===== config.mk =====
export PLATFORM = sky130hd
export DESIGN_NAME = ryb_hue_table_warp
export DESIGN_NICKNAME = d
export VERILOG_FILES = /design/src/rtl/core/rybw_pkg.sv /design/src/rtl/core/ryb_hue_table_warp.sv /design/src/rtl/core/rybw_dp.sv /design/src/rtl/core/rybw_ctrl.sv
export VERILOG_INCLUDE_DIRS = /design/src /design/src/rtl/core
export SDC_FILE = /design/constraint.sdc
export NUM_CORES = 1
export LEC_CHECK = 0
export ABC_AREA = 1
export BUFFER_PORTS_ARGS = -buffer_cell sky130_fd_sc_hd__buf_4
export CAP_MARGIN = 5
export CORE_ASPECT_RATIO = 0.9
export CORE_UTILIZATION = 58
export CTS_CLUSTER_SIZE = 8
export DETAILED_ROUTE_END_ITERATION = 10
export PLACE_DENSITY_LB_ADDON = 0.1
export SLEW_MARGIN = 20
export SYNTH_ARGS = -nofsm -noshare
export SYNTH_HDL_FRONTEND = slang
export SYNTH_HIERARCHICAL = 1
export SYNTH_SLANG_ARGS = --single-unit

===== constraint.sdc =====
create_clock -name clk -period 9 [get_ports clk]
set_clock_uncertainty 0.2 [all_clocks]
set_input_delay 1.8 -clock clk [delete_from_list [all_inputs] [get_ports clk]]
set_output_delay 1.8 -clock clk [all_outputs]
set_load 0.1 [all_outputs]

===== src/rtl/core/ryb_hue_table_warp_defines.svh =====
// Assertion macros for the RYB hue warp block.
// Used by the controller; the macros expect clk and rst_n in scope.
`ifndef RYB_HUE_TABLE_WARP_DEFINES_SVH
`define RYB_HUE_TABLE_WARP_DEFINES_SVH

`ifndef NO_ASSERTIONS
`define RYBW_ASSERT(lbl, prop) \
  lbl: assert property (@(posedge clk) disable iff (!rst_n) prop) \
    else $error("rybw assertion failed");
`define RYBW_ASSERT_ALWAYS(lbl, prop) \
  lbl: assert property (@(posedge clk) prop) \
    else $error("rybw assertion failed");
`else
`define RYBW_ASSERT(lbl, prop)
`define RYBW_ASSERT_ALWAYS(lbl, prop)
`endif

`endif


===== src/rtl/core/rybw_pkg.sv =====
// Shared types, constants and the warp table for the RYB hue warp block.
// No dependencies.
`default_nettype none

package rybw_pkg;

  localparam int HUE_IN_W           = 16;
  localparam int HUE_OUT_W          = 17;
  localparam int DEF_TABLE_SEGMENTS = 36;
  localparam int DEF_HUE_BITS       = 16;

  localparam int ROM_POINTS = 37;
  localparam longint unsigned ROM_UNIT = 64'd100000000;

  // table points in units of 1e-8 turn
  localparam int unsigned WARP_ROM [ROM_POINTS] = '{
    0,        2156867,  4248367,  6405234,  7385617,  8431367,
    9411767,  10653600, 11830067, 13071899, 14248367, 15490200,
    16666667, 18354435, 19954120, 21666662, 25130904, 28545108,
    31976745, 38981494, 46010628, 53061217, 54649121, 56159425,
    57771534, 60190469, 62573093, 64980155, 68875504, 72801632,
    76708061, 80924863, 85215056, 89478123, 92933953, 96468931,
    100000000
  };

  typedef enum logic [2:0] {
    ST_IDLE,
    ST_FSEG,
    ST_FLOOK,
    ST_FMAC,
    ST_SCAN,
    ST_PREP,
    ST_DIV,
    ST_DONE
  } state_t;

  typedef struct packed {
    logic load;
    logic seg;
    logic look;
    logic mac;
    logic scan;
    logic miss;
    logic prep;
    logic step;
    logic emit;
  } cmd_t;

  typedef struct packed {
    logic found;
    logic scan_last;
  } sts_t;

  // table point k scaled to Q1.hb, round half up (elaboration only)
  function automatic longint unsigned rom_scale(input int k, input int hb);
    return ((longint'(WARP_ROM[k]) << hb) + ROM_UNIT / 2) / ROM_UNIT;
  endfunction

endpackage

`default_nettype wire


===== src/rtl/core/ryb_hue_table_warp.sv =====
// Top level of the RYB hue warp: controller plus datapath.
// Depends on rybw_pkg, rybw_ctrl and rybw_dp.
//
//   channel | ports                                  | direction
//   input   | in_valid, in_stall, in_hue_in, in_action | into block
//   result  | out_valid, out_stall, out_hue_out        | out of block
//
// Forward warp: multiply, lookup, interpolate, then output. Inverse warp: a serial
// scan over up to TABLE_SEGMENTS table segments, then, if a segment is found, a
// restoring divide that yields HUE_BITS+1 quotient bits.
// Reset is synchronous, active low; no clearing pass is needed.
// A finished result waits in the output register while the next transaction
// is taken; a stalled output only holds the block at its final step.
`default_nettype none

module ryb_hue_table_warp #(
  parameter int TABLE_SEGMENTS = rybw_pkg::DEF_TABLE_SEGMENTS,
  parameter int HUE_BITS       = rybw_pkg::DEF_HUE_BITS
) (
  input  wire logic                           clk,
  input  wire logic                           rst_n,
  input  wire logic                           in_valid,
  output logic                                in_stall,
  input  wire logic [rybw_pkg::HUE_IN_W-1:0]  in_hue_in,
  input  wire logic                           in_action,
  output logic                                out_valid,
  input  wire logic                           out_stall,
  output logic      [rybw_pkg::HUE_OUT_W-1:0] out_hue_out
);
  import rybw_pkg::*;

  cmd_t cmd;
  sts_t sts;

  rybw_ctrl #(
    .HUE_BITS (HUE_BITS)
  ) u_ctrl (
    .clk       (clk),
    .rst_n     (rst_n),
    .in_valid  (in_valid),
    .in_action (in_action),
    .in_stall  (in_stall),
    .out_valid (out_valid),
    .out_stall (out_stall),
    .cmd       (cmd),
    .sts       (sts)
  );

  rybw_dp #(
    .TABLE_SEGMENTS (TABLE_SEGMENTS),
    .HUE_BITS       (HUE_BITS)
  ) u_dp (
    .clk     (clk),
    .cmd     (cmd),
    .sts     (sts),
    .hue_in  (in_hue_in),
    .hue_out (out_hue_out)
  );

endmodule

`default_nettype wire


===== src/rtl/core/rybw_dp.sv =====
// Datapath of the RYB hue warp: table lookup, interpolation, scan and
// restoring divider. Depends on rybw_pkg.
`default_nettype none

module rybw_dp #(
  parameter int TABLE_SEGMENTS = rybw_pkg::DEF_TABLE_SEGMENTS,
  parameter int HUE_BITS       = rybw_pkg::DEF_HUE_BITS
) (
  input  wire logic                           clk,
  input  wire rybw_pkg::cmd_t                 cmd,
  output rybw_pkg::sts_t                      sts,
  input  wire logic [rybw_pkg::HUE_IN_W-1:0]  hue_in,
  output logic      [rybw_pkg::HUE_OUT_W-1:0] hue_out
);
  import rybw_pkg::*;

  localparam int HB  = HUE_BITS;
  localparam int TS  = TABLE_SEGMENTS;
  localparam int IW  = $clog2(TS);
  localparam int EW  = HB + 1;
  localparam int TW  = $clog2(ROM_POINTS);
  localparam int TSW = $clog2(TS + 1);
  localparam int PW  = HB + TSW;
  localparam int DW  = EW + TSW;
  localparam int RW  = DW + 1;
  localparam int MW  = EW + HB;

  logic [EW-1:0] ent [ROM_POINTS];

  for (genvar g = 0; g < ROM_POINTS; g++) begin : g_rom
    assign ent[g] = EW'(rom_scale(g, HB));
  end

  logic [HB-1:0] h_r,    h_nxt;
  logic [IW-1:0] i_r,    i_nxt;
  logic [HB-1:0] frac_r, frac_nxt;
  logic [EW-1:0] lo_r,   lo_nxt;
  logic [EW-1:0] d_r,    d_nxt;
  logic [EW-1:0] r_r,    r_nxt;
  logic [RW-1:0] rem_r,  rem_nxt;
  logic [DW-1:0] div_r,  div_nxt;
  logic [EW-1:0] q_r,    q_nxt;
  logic [HUE_OUT_W-1:0] out_r, out_nxt;

  logic [PW-1:0] prod_seg;
  logic [IW:0]   k_lo, k_hi;
  logic [TW-1:0] idx_lo, idx_hi;
  logic [EW-1:0] lo, hi, d, r_raw, r_clamp, h_ext;
  logic [MW-1:0] prod_mac;
  logic [EW-1:0] mac;
  logic [DW-1:0] a_mul, a_val, d_mul, d_val;
  logic          ge;
  logic [RW-1:0] rem_sub;

  // segment lookup shared by forward and scan
  assign k_lo   = {1'b0, i_r};
  assign k_hi   = k_lo + 1'b1;
  assign idx_lo = (32'(k_lo) >= ROM_POINTS) ? TW'(ROM_POINTS - 1) : TW'(k_lo);
  assign idx_hi = (32'(k_hi) >= ROM_POINTS) ? TW'(ROM_POINTS - 1) : TW'(k_hi);
  assign lo     = ent[idx_lo];
  assign hi     = ent[idx_hi];
  assign d      = (hi >= lo) ? hi - lo : '0;
  assign h_ext  = {1'b0, h_r};
  assign r_raw  = (h_ext >= lo) ? h_ext - lo : '0;
  assign r_clamp = (r_raw > d) ? d : r_raw;

  assign prod_seg = PW'(h_r) * PW'(TS);
  assign prod_mac = MW'(d_r) * MW'(frac_r);
  assign mac      = lo_r + EW'(prod_mac >> HB);

  assign a_mul = DW'(i_r) * DW'(d_r);
  assign d_mul = DW'(d_r) * DW'(TS);
  // flat segment: quotient i/TS through the same divider
  assign a_val = (d_r == '0) ? DW'(i_r) : a_mul + DW'(r_r);
  assign d_val = (d_r == '0) ? DW'(TS) : d_mul;

  assign ge      = rem_r >= RW'(div_r);
  assign rem_sub = ge ? rem_r - RW'(div_r) : rem_r;

  always_comb begin
    h_nxt    = h_r;
    i_nxt    = i_r;
    frac_nxt = frac_r;
    lo_nxt   = lo_r;
    d_nxt    = d_r;
    r_nxt    = r_r;
    rem_nxt  = rem_r;
    div_nxt  = div_r;
    q_nxt    = q_r;
    out_nxt  = out_r;
    if (cmd.load) begin
      h_nxt = HB'(hue_in);
      i_nxt = '0;
    end
    if (cmd.seg) begin
      i_nxt    = IW'(prod_seg >> HB);
      frac_nxt = prod_seg[HB-1:0];
    end
    if (cmd.look) begin
      lo_nxt = lo;
      d_nxt  = d;
    end
    if (cmd.mac) begin
      q_nxt = mac;
    end
    if (cmd.scan) begin
      if (sts.found) begin
        lo_nxt = lo;
        d_nxt  = d;
        r_nxt  = r_clamp;
      end else begin
        i_nxt = i_r + 1'b1;
      end
    end
    if (cmd.miss) begin
      q_nxt = {1'b1, {HB{1'b0}}};
    end
    if (cmd.prep) begin
      rem_nxt = RW'(a_val);
      div_nxt = d_val;
      q_nxt   = '0;
    end
    if (cmd.step) begin
      rem_nxt = rem_sub << 1;
      q_nxt   = {q_r[EW-2:0], ge};
    end
    if (cmd.emit) begin
      out_nxt = HUE_OUT_W'(q_r);
    end
  end

  always_ff @(posedge clk) begin
    h_r    <= h_nxt;
    i_r    <= i_nxt;
    frac_r <= frac_nxt;
    lo_r   <= lo_nxt;
    d_r    <= d_nxt;
    r_r    <= r_nxt;
    rem_r  <= rem_nxt;
    div_r  <= div_nxt;
    q_r    <= q_nxt;
    out_r  <= out_nxt;
  end

  assign sts.found     = hi >= h_ext;
  assign sts.scan_last = (i_r == IW'(TS - 1));
  assign hue_out       = out_r;

endmodule

`default_nettype wire


===== src/rtl/core/rybw_ctrl.sv =====
// Controller of the RYB hue warp: sequences forward and inverse warps and
// owns the handshakes. Depends on rybw_pkg and the assertion macro header.
`default_nettype none
`include "ryb_hue_table_warp_defines.svh"

module rybw_ctrl #(
  parameter int HUE_BITS = rybw_pkg::DEF_HUE_BITS
) (
  input  wire logic           clk,
  input  wire logic           rst_n,
  input  wire logic           in_valid,
  input  wire logic           in_action,
  output logic                in_stall,
  output logic                out_valid,
  input  wire logic           out_stall,
  output rybw_pkg::cmd_t      cmd,
  input  wire rybw_pkg::sts_t sts
);
  import rybw_pkg::*;

  localparam int CW = $clog2(HUE_BITS + 1);

  state_t        state_r, state_nxt;
  logic [CW-1:0] cnt_r, cnt_nxt;
  logic          out_valid_r, out_valid_nxt;
  logic          div_last;

  assign div_last = (cnt_r == CW'(HUE_BITS));

  // next state
  always_comb begin
    state_nxt = state_r;
    case (state_r)
      ST_IDLE: begin
        if (in_valid) begin
          state_nxt = in_action ? ST_FSEG : ST_SCAN;
        end
      end
      ST_FSEG:  state_nxt = ST_FLOOK;
      ST_FLOOK: state_nxt = ST_FMAC;
      ST_FMAC:  state_nxt = ST_DONE;
      ST_SCAN: begin
        if (sts.found) begin
          state_nxt = ST_PREP;
        end else if (sts.scan_last) begin
          state_nxt = ST_DONE;
        end
      end
      ST_PREP: state_nxt = ST_DIV;
      ST_DIV: begin
        if (div_last) begin
          state_nxt = ST_DONE;
        end
      end
      ST_DONE: begin
        if (!out_valid_r || !out_stall) begin
          state_nxt = ST_IDLE;
        end
      end
      default: state_nxt = ST_IDLE;
    endcase
  end

  // commands
  always_comb begin
    cmd = '0;
    case (state_r)
      ST_IDLE:  cmd.load = in_valid;
      ST_FSEG:  cmd.seg  = 1'b1;
      ST_FLOOK: cmd.look = 1'b1;
      ST_FMAC:  cmd.mac  = 1'b1;
      ST_SCAN: begin
        cmd.scan = 1'b1;
        cmd.miss = !sts.found && sts.scan_last;
      end
      ST_PREP:  cmd.prep = 1'b1;
      ST_DIV:   cmd.step = 1'b1;
      ST_DONE:  cmd.emit = !out_valid_r || !out_stall;
      default:  cmd = '0;
    endcase
  end

  always_comb begin
    cnt_nxt = cnt_r;
    if (cmd.prep) begin
      cnt_nxt = '0;
    end else if (cmd.step) begin
      cnt_nxt = cnt_r + 1'b1;
    end
    out_valid_nxt = out_valid_r;
    if (cmd.emit) begin
      out_valid_nxt = 1'b1;
    end else if (!out_stall) begin
      out_valid_nxt = 1'b0;
    end
  end

  always_ff @(posedge clk) begin
    if (!rst_n) begin
      state_r     <= ST_IDLE;
      cnt_r       <= '0;
      out_valid_r <= 1'b0;
    end else begin
      state_r     <= state_nxt;
      cnt_r       <= cnt_nxt;
      out_valid_r <= out_valid_nxt;
    end
  end

  assign in_stall  = (state_r != ST_IDLE);
  assign out_valid = out_valid_r;

  `RYBW_ASSERT(a_no_overwrite, cmd.emit |-> !(out_valid_r && out_stall))
  `RYBW_ASSERT(a_div_len, (state_r == ST_DIV && div_last) |=> (state_r == ST_DONE))
  `RYBW_ASSERT(a_out_drop, $fell(out_valid_r) |-> $past(!out_stall))
  `RYBW_ASSERT(a_accept_path,
    (in_valid && !in_stall) |=> (state_r == ST_FSEG || state_r == ST_SCAN))

endmodule

`default_nettype wire


==> flow_metrics.env <==
export IMPL_start_kind="flop"
export IMPL_yosysSeqAreaShare_pct=17.52
export IMPL_syn_inst=3765
export IMPL_fin_crit_ns=8.270
export IMPL_met1_usage_pct=46.42
export IMPL_syn_area_mm2=0.02714
export IMPL_critPathMaxFanout=24
export IMPL_grtUsageTotal_pct=35.28
export IMPL_critPathKind="flop to flop"
export IMPL_cts_hold_buf=0
export IMPL_syn_num_nets=4360
export IMPL_fin_crit_sh_pct=91.88
export IMPL_cp_required_ns=9.05
export IMPL_grt_busiest_layer="met2"
export IMPL_wl_per_cell_um=19.04
export IMPL_synth_top_area_cell="fa_1"
export IMPL_fill_cells=4206
export IMPL_row_count=74
export IMPL_grt_pass1_wl_um=131400
export IMPL_cts_buffer_depth=2
export IMPL_cp_slowest_cell="dfxtp_1"
export IMPL_ios=40
export IMPL_yosys_register_bits=175
export IMPL_grt_pass1_vias=24810
export IMPL_yosysWarningCount=6
export IMPL_cp_arrival_ns=8.32
export IMPL_cts_repair_resized=0
export IMPL_min_path_type="flop to flop"
export IMPL_tritoncts="done"
export IMPL_fin_nets=4321
export IMPL_relSlewSlack_pct=23.92
export IMPL_end_kind="flop"
export IMPL_portBuffers=39
export IMPL_final_layout_size_suffix_gt1_share_pct=4.306
export IMPL_dr_pass1_iters=6
export IMPL_vias=25080
export IMPL_antennaDiodeCount=0
export IMPL_slew_viol_final=0
export IMPL_clkLatencyLatePin_ns=0.49
export IMPL_timing_critical_path_buf_inv=4
export IMPL_viasPerCell=5.769
export IMPL_cpLargestDelayFamily="adder cells"
export IMPL_yosysMostFrequentCell="nand2_1"
export IMPL_post_cts_buffers=0
export IMPL_grt_overflow_total=0
export IMPL_grt_setup_unrepaired="false"
export IMPL_ys_types=52
export IMPL_synth_common_cells="nand2_1, inv_1, ha_1"
export IMPL_initial_core_util_pct=59.34
export IMPL_drtIter0Drc=2340
export IMPL_core_mm2=0.04574
export IMPL_status="finished, final reports clean"
export IMPL_hold_viol=0
export IMPL_routed_wl_um=82750
export IMPL_antenna_found_initial=1
export IMPL_cp_slowest_stage_delay_ns=1.08
export IMPL_grtUsageMet3_pct=6.044
export IMPL_synth_async_sr_flop_share_pct=0
export IMPL_synthToLayoutAreaGrowth_pct=4.808
export IMPL_synth_ff_type="edfxtp_1"
export IMPL_path_clk_slew_ns=0.08
export IMPL_grtUsageMet2_pct=56.98
export IMPL_finalSetupTns_ns=0
export IMPL_fmax_mhz=120.9
export IMPL_drc=0
export IMPL_die_h_um=207.2
export IMPL_seq_area_mm2=0.004755
export IMPL_avgSynthCellArea_um2=7.209
export IMPL_multi_input_area_mm2=0.01913
export IMPL_synthTopCellsByArea="fa_1, ha_1, nand2_1"
export IMPL_synth_top_area_share_pct=18.96
export IMPL_tightest_slew_ns=1.140
export IMPL_clockRootBuffer="clkbuf_16"
export IMPL_grt_start_max_net_pins=39
export IMPL_maxCapViolCount=0
export IMPL_ant_nets=0
export IMPL_dieWidth_um=230.0
export IMPL_h_tree_depth=4
export IMPL_cts_buffers=17
export IMPL_routabilityCongestion=0.9993
export IMPL_dieArea_mm2=0.04766
export IMPL_synth_edf_count=125
export IMPL_cp_common_cell="nand2_1"
export IMPL_cts_sinks=175
export IMPL_hpwl_um=66990
export IMPL_setup_viol=0
flip-flops by register name, summed over array words and instances, names as in the netlist:
register and count:
u_dp/h_r 16, u_dp/r_r 17, u_ctrl/state_r 3, u_dp/i_r 6, u_ctrl/out_valid 1, u_dp/frac_r 14, u_dp/rem_r 24, u_ctrl/cnt_r 5
u_dp/d_r 17, u_dp/hue_out 17, u_dp/q_r 17, u_dp/lo_r 17, u_dp/div_r 21
cell families after synthesis:
family	after synthesis	share of synthesized area, %
buffers and inverters	841	12.01
AO/OA/AOI/OAI	498	10.09
XOR/XNOR	66	2.130
AND/OR/NAND/NOR	1611	24.68
adder cells (fa/ha/maj)	574	33.57
flip-flops	175	17.52
path summary, 6_finish.rpt:
path,startpoint,to,slack (ns),cells after the start
setup reg to reg,u_dp/d_r[9]$_DFF_P_,u_dp/q_r[14]$_DFFE_PP_,0.73,29
hold reg to reg,u_dp/q_r[16]$_DFFE_PP_,u_dp/hue_out[16]$_DFFE_PP_,0.25,0
hold / removal,u_dp/q_r[16]$_DFFE_PP_,u_dp/hue_out[16]$_DFFE_PP_,0.25,0
setup / recovery,u_dp/d_r[9]$_DFF_P_,u_dp/q_r[14]$_DFFE_PP_,0.73,29
metrics by stage:
step / hold WS (ns) / instances / util, % / instance area, um2 / worst slack (ns)
2_1_floorplan: 0.2003 / 3765 / - / 27140 / 1.863
3_3_place_gp: 0.2385 / 4315 / 60.89 / 27850 / 1.218
3_5_place_dp: 0.2208 / 4315 / 60.89 / 27850 / 0.9424
4_1_cts: 0.2553 / 4347 / 62.19 / 28450 / 0.9349
5_1_grt: 0.2583 / 4347 / 62.19 / 28450 / 0.3629
6_report: 0.2541 / 4347 / 62.19 / 28450 / 0.7304
routing by layer:
layer  share of wire (%)  vias to the layer above
met5                   0                        -
met4                 4.5                        0
met3                 8.1                      204
met2                  46                     1131
met1                  41                    11910
li1                    -                    11830
final cells by class:
| class | instances | area share, % |
|---|---|---|
| Sequential cell | 175 | 16.71 |
| Inverter | 713 | 9.413 |
| Clock buffer | 17 | 1.495 |
| Timing Repair Buffer | 70 | 1.847 |
| Tap cell | 608 | 2.674 |
| Clock inverter | 15 | 0.6026 |
| Multi-Input combinational cell | 2749 | 67.25 |
placed cells by master (no fill, tap or decap), drive strengths merged, types with 2 or more instances in the layout:
cell type	instances
nand3	222
a31oi	14
a21oi	229
a32o	3
a211oi	4
buf	70
clkinv	11
o22ai	7
o21ai	168
fa	257
a21boi	4
xnor2	33
a21o	12
edfxtp	125
inv	714
or2	12
o21bai	14
and2	2
a22o	2
ha	317
xor2	33
nor3	29
nor4	12
a221oi	2
nand2	1046
o21a	6
nand3b	4
nand4	40
nor2	243
dfxtp	50
o211ai	25
o31ai	5
clkbuf	17
clkinvlp	2
Power is left out: the tool's default activity adds up to more than one toggle a clock period on the data nets, which glitch-free logic cannot reach.
